<file path="config.mk">
export PLATFORM = sky130hd
export DESIGN_NAME = websocket_frame_deframer
export DESIGN_NICKNAME = d
export VERILOG_FILES = /design/src/rtl/core/wsd_pkg.sv /design/src/rtl/core/wsd_parser.sv /design/src/rtl/core/websocket_frame_deframer.sv
export SDC_FILE = /design/constraint.sdc
export NUM_CORES = 1
export LEC_CHECK = 0
export ABC_AREA = 1
export BUFFER_PORTS_ARGS = -buffer_cell sky130_fd_sc_hd__buf_4
export CAP_MARGIN = 0
export CORE_ASPECT_RATIO = 1.2
export CORE_MARGIN = 2
export CORE_UTILIZATION = 31
export CTS_CLUSTER_SIZE = 28
export DETAILED_ROUTE_END_ITERATION = 12
export PLACE_DENSITY = 0.42
export SLEW_MARGIN = 5
export SYNTH_ARGS = -nofsm -noshare
export SYNTH_HDL_FRONTEND = slang
export SYNTH_SLANG_ARGS = --single-unit
</file>
<file path="constraint.sdc">
create_clock -name clock -period 4.4 [get_ports clock]
set_input_delay 0.88 -clock clock [delete_from_list [all_inputs] [get_ports clock]]
set_output_delay 0.88 -clock clock [all_outputs]
set_load 0.005 [all_outputs]
</file>
<file path="src/rtl/core/wsd_pkg.sv">
// Shared types and codes for the WebSocket frame deframer.
// Parse phase codes, event kinds, frame opcodes and the event record.
// No dependencies.
package wsd_pkg;

   // Parse phases
   localparam logic [2:0] PH_HDR0  = 3'd0;
   localparam logic [2:0] PH_HDR1  = 3'd1;
   localparam logic [2:0] PH_EXT16 = 3'd2;
   localparam logic [2:0] PH_EXT64 = 3'd3;
   localparam logic [2:0] PH_MASK  = 3'd4;
   localparam logic [2:0] PH_DATA  = 3'd5;

   // Event kinds
   localparam logic [2:0] EV_TEXT       = 3'd0;
   localparam logic [2:0] EV_MSG_END    = 3'd1;
   localparam logic [2:0] EV_PING_BYTE  = 3'd2;
   localparam logic [2:0] EV_PING_EMPTY = 3'd3;
   localparam logic [2:0] EV_PONG       = 3'd4;
   localparam logic [2:0] EV_CLOSE      = 3'd5;
   localparam logic [2:0] EV_ABORT      = 3'd6;
   localparam logic [2:0] EV_OVERSIZE   = 3'd7;

   // Frame opcodes
   localparam logic [3:0] OP_CONT   = 4'h0;
   localparam logic [3:0] OP_TEXT   = 4'h1;
   localparam logic [3:0] OP_BINARY = 4'h2;
   localparam logic [3:0] OP_CLOSE  = 4'h8;
   localparam logic [3:0] OP_PING   = 4'h9;
   localparam logic [3:0] OP_PONG   = 4'hA;

   // Short length codes that announce an extended length
   localparam logic [6:0] LEN_EXT16 = 7'd126;
   localparam logic [6:0] LEN_EXT64 = 7'd127;

   localparam int unsigned MAX_LEN_W = 27;
   localparam logic [MAX_LEN_W-1:0] MAX_LEN_RESET = 27'd67108864;

   typedef struct packed {
      logic       valid;
      logic [2:0] kind;
      logic [7:0] data;
      logic       last;
   } wsd_event_type;

endpackage

</file>
<file path="src/rtl/core/wsd_parser.sv">
// Frame parser state and per-byte step logic of the WebSocket frame deframer.
// Consumes one byte per step and produces at most one event combinationally.
// Depends on wsd_pkg.
module wsd_parser (
   input  logic                                clock,
   input  logic                                reset,
   input  logic                                step,
   input  logic [7:0]                          rx_byte,
   input  logic [wsd_pkg::MAX_LEN_W-1:0]       max_len,
   output wsd_pkg::wsd_event_type              evt
);
   import wsd_pkg::*;

   logic [2:0]  phase_ff,  phase_in;
   logic [2:0]  count_ff,  count_in;
   logic [63:0] length_ff, length_in;
   logic [31:0] key_ff,    key_in;
   logic [1:0]  idx_ff,    idx_in;
   logic        final_ff,  final_in;
   logic [3:0]  opcode_ff, opcode_in;
   logic        masked_ff, masked_in;
   logic        await_ff,  await_in;
   logic        text_ff,   text_in;
   logic        halted_ff, halted_in;

   logic        after_len;
   logic        hdr_end;
   logic        in_msg;
   logic        text_next;
   logic        pay_end;
   logic [7:0]  key_byte;
   logic [7:0]  plain;

   // Unmask the payload byte with the key byte in rotation
   always_comb begin
      case (idx_ff)
         2'd0:    key_byte = key_ff[31:24];
         2'd1:    key_byte = key_ff[23:16];
         2'd2:    key_byte = key_ff[15:8];
         default: key_byte = key_ff[7:0];
      endcase
      plain   = rx_byte ^ key_byte;
      pay_end = (length_ff == 64'd1);
   end

   // Step the parser by one byte
   always_comb begin
      phase_in  = phase_ff;
      count_in  = count_ff;
      length_in = length_ff;
      key_in    = key_ff;
      idx_in    = idx_ff;
      final_in  = final_ff;
      opcode_in = opcode_ff;
      masked_in = masked_ff;
      await_in  = await_ff;
      text_in   = text_ff;
      halted_in = halted_ff;
      evt       = '0;
      after_len = 1'b0;
      hdr_end   = 1'b0;
      in_msg    = 1'b0;
      text_next = text_ff;

      if (step && !halted_ff) begin
         case (phase_ff)
            PH_HDR0: begin
               final_in  = rx_byte[7];
               opcode_in = rx_byte[3:0];
               phase_in  = PH_HDR1;
               // a new data frame drops an open fragmented message
               if ((rx_byte[3:0] == OP_TEXT || rx_byte[3:0] == OP_BINARY) && await_ff) begin
                  await_in = 1'b0;
                  text_in  = 1'b0;
                  evt      = '{valid: 1'b1, kind: EV_ABORT, data: 8'd0, last: 1'b0};
               end
            end
            PH_HDR1: begin
               masked_in = rx_byte[7];
               key_in    = '0;
               count_in  = '0;
               length_in = '0;
               if (rx_byte[6:0] == LEN_EXT16) begin
                  phase_in = PH_EXT16;
               end else if (rx_byte[6:0] == LEN_EXT64) begin
                  phase_in = PH_EXT64;
               end else begin
                  length_in = {57'd0, rx_byte[6:0]};
                  after_len = 1'b1;
               end
            end
            PH_EXT16: begin
               length_in = {length_ff[55:0], rx_byte};
               if (count_ff >= 3'd1) begin
                  after_len = 1'b1;
               end else begin
                  count_in = count_ff + 3'd1;
               end
            end
            PH_EXT64: begin
               length_in = {length_ff[55:0], rx_byte};
               if (count_ff >= 3'd7) begin
                  after_len = 1'b1;
               end else begin
                  count_in = count_ff + 3'd1;
               end
            end
            PH_MASK: begin
               key_in = {key_ff[23:0], rx_byte};
               if (count_ff >= 3'd3) begin
                  hdr_end = 1'b1;
               end else begin
                  count_in = count_ff + 3'd1;
               end
            end
            PH_DATA: begin
               if (length_ff == 64'd0) begin
                  phase_in = PH_HDR0;
               end else begin
                  idx_in    = idx_ff + 2'd1;
                  length_in = length_ff - 64'd1;
                  if (pay_end) begin
                     phase_in = PH_HDR0;
                  end
                  case (opcode_ff)
                     OP_CLOSE: begin
                        if (pay_end) begin
                           halted_in = 1'b1;
                           evt = '{valid: 1'b1, kind: EV_CLOSE, data: 8'd0, last: 1'b0};
                        end
                     end
                     OP_PING: begin
                        evt = '{valid: 1'b1, kind: EV_PING_BYTE, data: plain, last: pay_end};
                     end
                     OP_PONG: begin
                        if (pay_end) begin
                           evt = '{valid: 1'b1, kind: EV_PONG, data: 8'd0, last: 1'b0};
                        end
                     end
                     default: begin
                        if (opcode_ff <= OP_BINARY && text_ff) begin
                           if (pay_end && final_ff) begin
                              text_in = 1'b0;
                           end
                           evt = '{valid: 1'b1, kind: EV_TEXT, data: plain,
                                   last: pay_end && final_ff};
                        end
                     end
                  endcase
               end
            end
            default: begin
               phase_in = PH_HDR0;
            end
         endcase

         // Length complete: fetch the mask key or close the header
         if (after_len) begin
            if (masked_in) begin
               phase_in = PH_MASK;
               count_in = '0;
            end else begin
               hdr_end = 1'b1;
            end
         end

         // Header complete: check size, track the message, report empty frames
         if (hdr_end) begin
            count_in = '0;
            idx_in   = '0;
            phase_in = PH_HDR0;
            if (length_in > {37'd0, max_len}) begin
               halted_in = 1'b1;
               evt = '{valid: 1'b1, kind: EV_OVERSIZE, data: 8'd0, last: 1'b0};
            end else begin
               in_msg = (opcode_ff == OP_TEXT) || (opcode_ff == OP_BINARY) ||
                        (opcode_ff == OP_CONT && await_ff);
               if (in_msg) begin
                  if (opcode_ff != OP_CONT) begin
                     text_next = (opcode_ff == OP_TEXT);
                  end
                  await_in = !final_ff;
                  text_in  = text_next;
               end
               if (length_in != 64'd0) begin
                  phase_in = PH_DATA;
               end else if (opcode_ff == OP_CLOSE) begin
                  halted_in = 1'b1;
                  evt = '{valid: 1'b1, kind: EV_CLOSE, data: 8'd0, last: 1'b0};
               end else if (opcode_ff == OP_PING) begin
                  evt = '{valid: 1'b1, kind: EV_PING_EMPTY, data: 8'd0, last: 1'b0};
               end else if (opcode_ff == OP_PONG) begin
                  evt = '{valid: 1'b1, kind: EV_PONG, data: 8'd0, last: 1'b0};
               end else if (in_msg && final_ff) begin
                  text_in = 1'b0;
                  if (text_next) begin
                     evt = '{valid: 1'b1, kind: EV_MSG_END, data: 8'd0, last: 1'b0};
                  end
               end
            end
         end
      end
   end

   // Hold parser state
   always_ff @(posedge clock) begin
      if (reset) begin
         phase_ff  <= PH_HDR0;
         count_ff  <= '0;
         length_ff <= '0;
         key_ff    <= '0;
         idx_ff    <= '0;
         final_ff  <= 1'b0;
         opcode_ff <= '0;
         masked_ff <= 1'b0;
         await_ff  <= 1'b0;
         text_ff   <= 1'b0;
         halted_ff <= 1'b0;
      end else begin
         phase_ff  <= phase_in;
         count_ff  <= count_in;
         length_ff <= length_in;
         key_ff    <= key_in;
         idx_ff    <= idx_in;
         final_ff  <= final_in;
         opcode_ff <= opcode_in;
         masked_ff <= masked_in;
         await_ff  <= await_in;
         text_ff   <= text_in;
         halted_ff <= halted_in;
      end
   end

endmodule

</file>
<file path="src/rtl/core/websocket_frame_deframer.sv">
// WebSocket frame deframer: one byte per cycle unless stalled, text/ping/control events out.
// A transferred byte enters the input register; the parser step then loads its event into
// the result register when that register can take it, and waits while rsp is stalled.
// Throughput: one byte per cycle while rsp is not stalled; the parser step is combinational.
// Reset (synchronous, active high) returns to header parsing, clears halt and loads
// max_payload_len with 64 MiB. Depends on wsd_pkg and wsd_parser.
module websocket_frame_deframer (
   input  logic                            clock,
   input  logic                            reset,
   input  logic                            req_valid,
   output logic                            req_stall,
   input  logic [7:0]                      req_rx_byte,
   output logic                            rsp_valid,
   input  logic                            rsp_stall,
   output logic [2:0]                      rsp_event_kind,
   output logic [7:0]                      rsp_data_byte,
   output logic                            rsp_last_byte,
   input  logic                            csr_valid,
   output logic                            csr_ready,
   input  logic [wsd_pkg::MAX_LEN_W-1:0]   csr_max_payload_len
);
   import wsd_pkg::*;

   logic                 in_valid_ff, in_valid_in;
   logic [7:0]           in_byte_ff,  in_byte_in;
   logic                 out_valid_ff, out_valid_in;
   logic [2:0]           out_kind_ff, out_kind_in;
   logic [7:0]           out_data_ff, out_data_in;
   logic                 out_last_ff, out_last_in;
   logic [MAX_LEN_W-1:0] max_len_ff, max_len_in;
   logic                 advance;
   logic                 req_take;
   wsd_event_type        evt;

   // Step the parser when the result register can take its output
   assign advance   = in_valid_ff && (!out_valid_ff || !rsp_stall);
   assign req_stall = in_valid_ff && !advance;
   assign req_take  = req_valid && !req_stall;
   assign csr_ready = 1'b1;

   wsd_parser u_parser (
      .clock   (clock),
      .reset   (reset),
      .step    (advance),
      .rx_byte (in_byte_ff),
      .max_len (max_len_ff),
      .evt     (evt)
   );

   // Input register, result register and configuration register next values
   always_comb begin
      in_valid_in = in_valid_ff;
      in_byte_in  = in_byte_ff;
      if (req_take) begin
         in_valid_in = 1'b1;
         in_byte_in  = req_rx_byte;
      end else if (advance) begin
         in_valid_in = 1'b0;
      end

      out_valid_in = out_valid_ff;
      out_kind_in  = out_kind_ff;
      out_data_in  = out_data_ff;
      out_last_in  = out_last_ff;
      if (advance) begin
         out_valid_in = evt.valid;
         out_kind_in  = evt.kind;
         out_data_in  = evt.data;
         out_last_in  = evt.last;
      end else if (!rsp_stall) begin
         out_valid_in = 1'b0;
      end

      max_len_in = max_len_ff;
      if (csr_valid && csr_ready) begin
         max_len_in = csr_max_payload_len;
      end
   end

   // Hold control state; payload registers carry no reset
   always_ff @(posedge clock) begin
      if (reset) begin
         in_valid_ff  <= 1'b0;
         out_valid_ff <= 1'b0;
         max_len_ff   <= MAX_LEN_RESET;
      end else begin
         in_valid_ff  <= in_valid_in;
         out_valid_ff <= out_valid_in;
         max_len_ff   <= max_len_in;
      end
   end

   always_ff @(posedge clock) begin
      in_byte_ff  <= in_byte_in;
      out_kind_ff <= out_kind_in;
      out_data_ff <= out_data_in;
      out_last_ff <= out_last_in;
   end

   assign rsp_valid      = out_valid_ff;
   assign rsp_event_kind = out_kind_ff;
   assign rsp_data_byte  = out_data_ff;
   assign rsp_last_byte  = out_last_ff;

   // Only byte-carrying events have data or a last mark
   a_ctrl_event_empty: assert property (@(posedge clock) disable iff (reset)
      out_valid_ff && !(out_kind_ff == EV_TEXT || out_kind_ff == EV_PING_BYTE)
      |-> out_data_ff == 8'd0 && !out_last_ff)
      else $error("control event carries data or last mark");

   // Oversize halts parsing: nothing follows its transfer
   a_halt_after_oversize: assert property (@(posedge clock) disable iff (reset)
      out_valid_ff && !rsp_stall && out_kind_ff == EV_OVERSIZE |=> !out_valid_ff)
      else $error("event produced after oversize halt");

   // A held input byte stays put until the parser steps
   a_input_hold: assert property (@(posedge clock) disable iff (reset)
      in_valid_ff && !advance |=> in_valid_ff && $stable(in_byte_ff))
      else $error("held input byte lost or changed");

endmodule
</file>
# Word level (Yosys, flattened, before mapping)
# Index checks and enable logic that the tools add are counted.
[totals]
regBits = 162
in_bits = 40
output_inout_bits = 15
[op_classes]
muxes = 92
n_reduce_logical = 34
n_addsub = 3
eq_ne = 19
n_lt_le_gt_ge = 5
n_bitwise = 1
[ops]
columns = ["operator", "count"]
rows = [
  ["2-to-1 mux 64 bit", 3],
  ["case mux 64 bit (3 select lines)", 1],
  ["2-to-1 mux 13 bit", 14],
  ["equality test 64 x 1 -> 1 bit (second input constant)", 1],
  ["> comparator 64 x 27 -> 1 bit", 1],
  ["zero test 64 bit", 1],
  ["case mux 32 bit (2 select lines)", 1],
  ["nonzero test 64 bit", 1],
  ["subtractor 64 x 1 -> 64 bit (second input constant)", 1],
  ["2-to-1 mux 1 bit", 47],
  ["2-to-1 mux 3 bit", 15],
  ["case mux 13 bit (3 select lines)", 1],
  ["case mux 13 bit (2 select lines)", 1],
  ["case mux 3 bit (4 select lines)", 2],
  ["case mux 8 bit (3 select lines)", 1],
  ["equality test 7 bit (second input constant)", 2],
  ["equality test 4 bit (second input constant)", 3],
  ["logical AND 1 bit", 9],
  ["equality test 4 x 1 -> 1 bit (second input constant)", 2],
  ["equality test 4 x 2 -> 1 bit (second input constant)", 2],
  ["XOR 8 bit", 1],
  ["2-to-1 mux 7 bit", 1],
  ["equality test 3 x 2 -> 1 bit (second input constant)", 2],
  ["equality test 3 bit (second input constant)", 2],
  ["25 further kinds", 39],
]

# Longest topological paths before layout
[depth]
ltp_word = 20
mapped_depth = 34

# Hierarchy
# Synthesis repeated with hierarchy kept, for this count alone.
[unflattened]
cells_unflattened = 1849
area_unflattened_um2 = 11414.7
[modules_own_cells]
columns = ["module", "seq_area_each_um2", "area_per_inst_um2", "cells_each", "instances"]
rows = [
  ["wsd_parser", 2262.2, 9756.9, 1697, 1],
  ["websocket_frame_deframer", 1181.1, 1657.8, 152, 1],
]

# Worst setup path before layout
# Ideal clock, no wire load.
[synth_timing]
kind = "register to register"
startpoint = "register u_parser.length_ff[0]"
endpoint = "register out_kind_ff[2], in the netlist rsp_event_kind[2] (data pin)"
t_arrival_ns = 3.175
period_less_slack_ns = 3.425
stages_incl_launch_ff = 34
path_slack_ns = 0.975
path_buffers = 1
cell_sequence = "dfxtp_1 inv_1 ha_1 nand2_1 nor2_2 nand2_2 nor2_4 nand2_4 buf_6 nand4_1 nand2_1 nor2_1 inv_1 ha_1 a21oi_1 nor2_1 nor3b_1 nand2_1 nand2_1 nand2_1 nand2_1 nand2_1 nand2_1 nand2_1 nand2_1 nand2_1 nand2_1 nand2_1 nor2_1 nand3_2 inv_2 o211ai_2 nand3_1 inv_1"
[synth_via]
elab_chain_len = 13
elab_cells_between_ends = 21
cone_classes = "1 x add/sub; 1 x order compare; 1 x eq/ne; 16 x mux; 2 x reduce/logical"
[synth_lines]
columns = ["item", "line", "rtl"]
rows = [
  ["start, declared", "wsd_parser.sv:16", "logic [63:0] length_ff, length_in;"],
  ["start signal, assigned", "wsd_parser.sv:222", "length_ff <= length_in;"],
  ["parallel branches: the longest is 12 deep, another holds subtractor 64 x 1 -> 64 bit", "n/a", ""],
  ["2-to-1 mux 13 bit *", "wsd_parser.sv:168", "if (hdr_end) begin"],
  ["end signal, assigned", "websocket_frame_deframer.sv:95", "out_kind_ff <= out_kind_in;"],
  ["end, declared", "websocket_frame_deframer.sv:27", "logic [2:0] out_kind_ff, out_kind_in;"],
]
# Every way passes the cells marked *. The select of a mux whose other input is x is not followed.
# A chain may end at the register's enable or synchronous reset.

# Worst setup path after layout
[layout_timing]
startpoint = "register u_parser.length_ff[48]"
endpoint = "register out_kind_ff[2], in the netlist rsp_event_kind[2] (data pin)"
# Same word-level chain as after synthesis.

==> impl_metrics.yaml <==
timing:
  max_freq_mhz: 244
  setup_viol: 0
  final_period_minus_worst_setup_slack_ps: 4090
  slew_violations: 0
  worst_pin_slew_ps: 1130
  worst_clock_skew_ps: 15.3
  worst_slew_margin_rel_pct: 24.8
  fin_setup_tns_ps: 0
  post-route-period-util_pct: 93.0
  report.final.hold_viol_count: 0
clock_tree:
  clockRootBuffer: "sky130_fd_sc_hd__clkbuf_16"
  tritoncts: "done"
  insertion_delay_ps: 470
  cts_buffers: 17
  cts.reportedPaths.clkPinSlew_ps: 80
  clock_sink_count: 162
  cts_max_level: 4
  cts_buffer_depth: 2
yosys:
  synthFlopType: "sky130_fd_sc_hd__dfxtp_1"
  net_count_synth: 1998
  postSynth.asyncResetShare_pct: 0
  synth_edf_count: 20
  synth_sequential_area_ratio_pct: 29.4
  yosys.cell_types.count: 46
  number_of_synthesized_register_bits: 162
  ys_warn_count: 0
  cell_area_after_technology_mapping_sq_um: 11700
  avgSynthCellArea_sq_um: 6.10
  postSynthCellCount: 1920
die:
  core_sq_um: 37600
  num_rows: 78
  design.die.area_sq_um: 39400
  start_util_pct: 31.2
  io_pins: 55
  chipWidth_microns: 181
  die_y_microns: 217
placement:
  portBuffers: 53
  postPlaceCellArea_sq_um: 12800
  placed_cells: 2429
  gp_congestion: 0.908
  dp_hpwl_mm: 32.8
global_route:
  antenna_violations_before_repair: 0
  global_route.overflow_total: 0
  grt_usage_pct: 22.6
  grt_max_degree: 79
  grt_first_pass_wirelength_mm: 67.9
  vias_in_the_first_global_route: 11900
pwr:
  power.switching_uw: 1700
  post-layout-total-power_uw: 4440
  leakagePower_uw: 0.00625
  power.ir.vdd_worst_uv: 296
  p_clk_share_pct: 35.4
  internal-power_uw: 2750
  p_comb_share_pct: 27.3
  power_switching_share_pct: 38.2
  p_seq_share_pct: 37.3
  power.density_nw_per_um2: 328
outcome:
  status: "finished clean"
final_layout:
  layout-drive-gt1-share_pct: 14.6
  ff_latch_area_sq_um: 3450
  synthToLayoutAreaGrowth_pct: 15.8
  antenna-diode-count: 0
  postLayoutCellArea_sq_um: 13600
  multi_input_area_sq_um: 6970
  num-nets-final: 2054
  finalCoreUtilization_pct: 36.1
  filler_cell_count: 4147
  fin_cells: 2469
setup_path:
  reg2reg_from: "u_parser.length_ff[48]$_SDFFE_PP0P_"
  critical-path-top-cell-by-count: "sky130_fd_sc_hd__nand2_1"
  critical_path_arrival_ps: 4310
  worst-setup-path-type: "flop to flop"
  worstPathMaxFanout: 15
  r2r_slack_ps: 310
  rr_worst_depth: 29
  crit_path_max_incr_delay_ps: 390
  critPathSlowestCell: "sky130_fd_sc_hd__dfxtp_1"
  cp-start-kind: "flop"
  r2r_end: "rsp_event_kind[2]$_SDFFCE_PN0P_"
  worst-endpoint-required_ps: 4620
  end_kind: "flop"
routing:
  drt.antenna.violating_nets: 0
  drtPass1Iterations: 5
  wl_per_cell_microns: 17.9
  drt-total-wl_mm: 44.2
  route.detailed.drc: 0
  route.vias.total: 12400
  drt_iter0_markers: 766
  detail_route.vias_per_cell: 5.01
hold_path:
  min_path_type: "flop to flop"
  timing.hold.worst_endpoint: "max_len_ff[17]$_SDFFE_PP0P_"
  worst_hold_path.num_cells: 2
  hp-start: "max_len_ff[17]$_SDFFE_PP0P_"
job:
  maxCapViolations: 0
how the worst max path moves through the flow:
stage,cells past startpoint,slack (ps),to,startpoint
CTS,34,90,rsp_event_kind[2]$_SDFFCE_PN0P_,u_parser.length_ff[29]$_SDFFE_PP0P_
finish,29,310,rsp_event_kind[2]$_SDFFCE_PN0P_,u_parser.length_ff[48]$_SDFFE_PP0P_
global placement,32,150,rsp_event_kind[2]$_SDFFCE_PN0P_,u_parser.length_ff[42]$_SDFFE_PP0P_
global route,34,-20,rsp_event_kind[2]$_SDFFCE_PN0P_,u_parser.length_ff[11]$_SDFFE_PP0P_
floorplan,33,970,rsp_event_kind[2]$_SDFFCE_PN0P_,u_parser.length_ff[0]$_SDFFE_PP0P_
detailed placement,32,120,rsp_event_kind[2]$_SDFFCE_PN0P_,u_parser.length_ff[29]$_SDFFE_PP0P_
sequential cells by signal (all words and copies together), names as in the netlist, 2 cells and up:
| name | flops |
|---|---|
| u_parser.phase_ff | 3 |
| max_len_ff | 27 |
| u_parser.length_ff | 64 |
| rsp_event_kind | 3 |
| u_parser.opcode_ff | 4 |
| u_parser.idx_ff | 2 |
| u_parser.count_ff | 3 |
| u_parser.key_ff | 32 |
| in_byte_ff | 8 |
| rsp_data_byte | 8 |
cells by family after synthesis:
group | Yosys count | share of synthesized area (%)
other cells | 1 | 0.0320
xor+xnor | 11 | 0.823
simple gates | 976 | 36.7
compound gates | 359 | 16.5
flops | 162 | 29.4
fa+ha+maj | 38 | 4.06
buf+inv | 373 | 12.5
cell usage after synthesis, drive strengths merged (2+ instances only):
master | instances | area, sq um
a211oi | 4 | 30.0
nor3 | 11 | 55.1
a21oi | 150 | 754
nand4 | 36 | 225
inv | 297 | 1110
o221ai | 8 | 70.1
nand3 | 122 | 721
clkinv | 3 | 12.5
or2 | 6 | 37.5
o21a | 2 | 15.0
o211ai | 9 | 72.6
o21bai | 2 | 15.0
o21ai | 150 | 751
ha | 38 | 475
edfxtp | 20 | 601
nor2 | 284 | 1240
nand2 | 513 | 1990
o22ai | 28 | 175
buf | 16 | 120
dfxtp | 142 | 2840
clkbuf | 57 | 214
xor2 | 11 | 96.3
nor4 | 2 | 12.5
layout by cell type (no fill, tap or decap), types with 3 or more instances in the layout:
| cell type | synthesis | final |
|---|---|---|
| sky130_fd_sc_hd__a21oi_2 | 1 | 3 |
| sky130_fd_sc_hd__nor3_1 | 11 | 11 |
| sky130_fd_sc_hd__o21ai_1 | 5 | 6 |
| sky130_fd_sc_hd__o211ai_1 | 8 | 8 |
| sky130_fd_sc_hd__nor2_1 | 240 | 220 |
| sky130_fd_sc_hd__dfxtp_2 | 0 | 9 |
| sky130_fd_sc_hd__xor2_1 | 11 | 11 |
| sky130_fd_sc_hd__clkbuf_16 | 0 | 17 |
| sky130_fd_sc_hd__o221ai_1 | 8 | 8 |
| sky130_fd_sc_hd__nand2_2 | 16 | 22 |
| sky130_fd_sc_hd__ha_1 | 38 | 38 |
| sky130_fd_sc_hd__nor2_4 | 11 | 22 |
| sky130_fd_sc_hd__o21ai_0 | 145 | 144 |
| sky130_fd_sc_hd__a211oi_1 | 4 | 4 |
| sky130_fd_sc_hd__inv_2 | 11 | 14 |
| sky130_fd_sc_hd__inv_1 | 286 | 282 |
| sky130_fd_sc_hd__nand2_1 | 494 | 487 |
| sky130_fd_sc_hd__nand2_4 | 3 | 4 |
| sky130_fd_sc_hd__edfxtp_1 | 20 | 20 |
| sky130_fd_sc_hd__o22ai_1 | 28 | 28 |
| sky130_fd_sc_hd__nor2_2 | 32 | 41 |
| sky130_fd_sc_hd__nand3_1 | 100 | 99 |
| sky130_fd_sc_hd__nand4_1 | 36 | 36 |
| sky130_fd_sc_hd__buf_4 | 2 | 109 |
| sky130_fd_sc_hd__or2_2 | 6 | 6 |
| sky130_fd_sc_hd__nand3_2 | 22 | 23 |
| sky130_fd_sc_hd__dfxtp_1 | 142 | 133 |
| sky130_fd_sc_hd__clkinvlp_4 | 0 | 4 |
| sky130_fd_sc_hd__inv_8 | 0 | 5 |
| sky130_fd_sc_hd__a21oi_1 | 149 | 147 |
routing by layer:
| layer | wire length, microns | global-route usage (%) | vias up |
|---|---|---|---|
| met1 | 19300 | 27.8 | 5676 |
| met2 | 21100 | 38.4 | 315 |
| met5 | 0 | 0 | - |
| li1 | - | - | 6277 |
| met4 | 1990 | 11.4 | 0 |
| met3 | 1880 | 3.45 | 97 |
layout make-up:
class	count	area share, %
Clock buffer	17	3.14
Clock inverter	15	1.22
Inverter	300	8.34
Multi-Input combinational cell	1386	51.4
Sequential cell	162	25.5
Tap cell	480	4.43
Timing Repair Buffer	109	6.03
per-stage QoR:
stage	hold slack [ps]	setup slack, ps
2_1_floorplan	435	975
3_3_place_gp	458	152
3_5_place_dp	457	120
4_1_cts	468	91.9
5_1_grt	486	-19.7
6_report	465	310
power by group through the flow:
stage | registers (uW) | clock network (uW) | logic [uW]
after global placement | 1690 | 0 | 1190
final | 1660 | 1570 | 1210
after CTS | 1650 | 1610 | 1180
after detailed placement | 1690 | 0 | 1180
after floorplan | 1660 | 0 | 767
after global routing | 1670 | 1660 | 1350
critical path, delay by kind of cell, from the launching register on:
| family | cells | cell delay (ps) |
|---|---|---|
| AND/OR/NAND/NOR | 20 | 2190 |
| flip-flops | 1 | 390 |
| AO/OA/AOI/OAI | 3 | 390 |
| adder cells (fa/ha/maj) | 1 | 280 |
| buffers and inverters | 5 | 580 |
what timing repair did:
item / in CTS / in global routing
buffers inserted: 0 / 7
endpoints found under the setup margin: 0 / 9
hold buffers: 0 / 0
resized for setup: 0 / 53
Note: power is estimated with default switching activity, not from simulation.
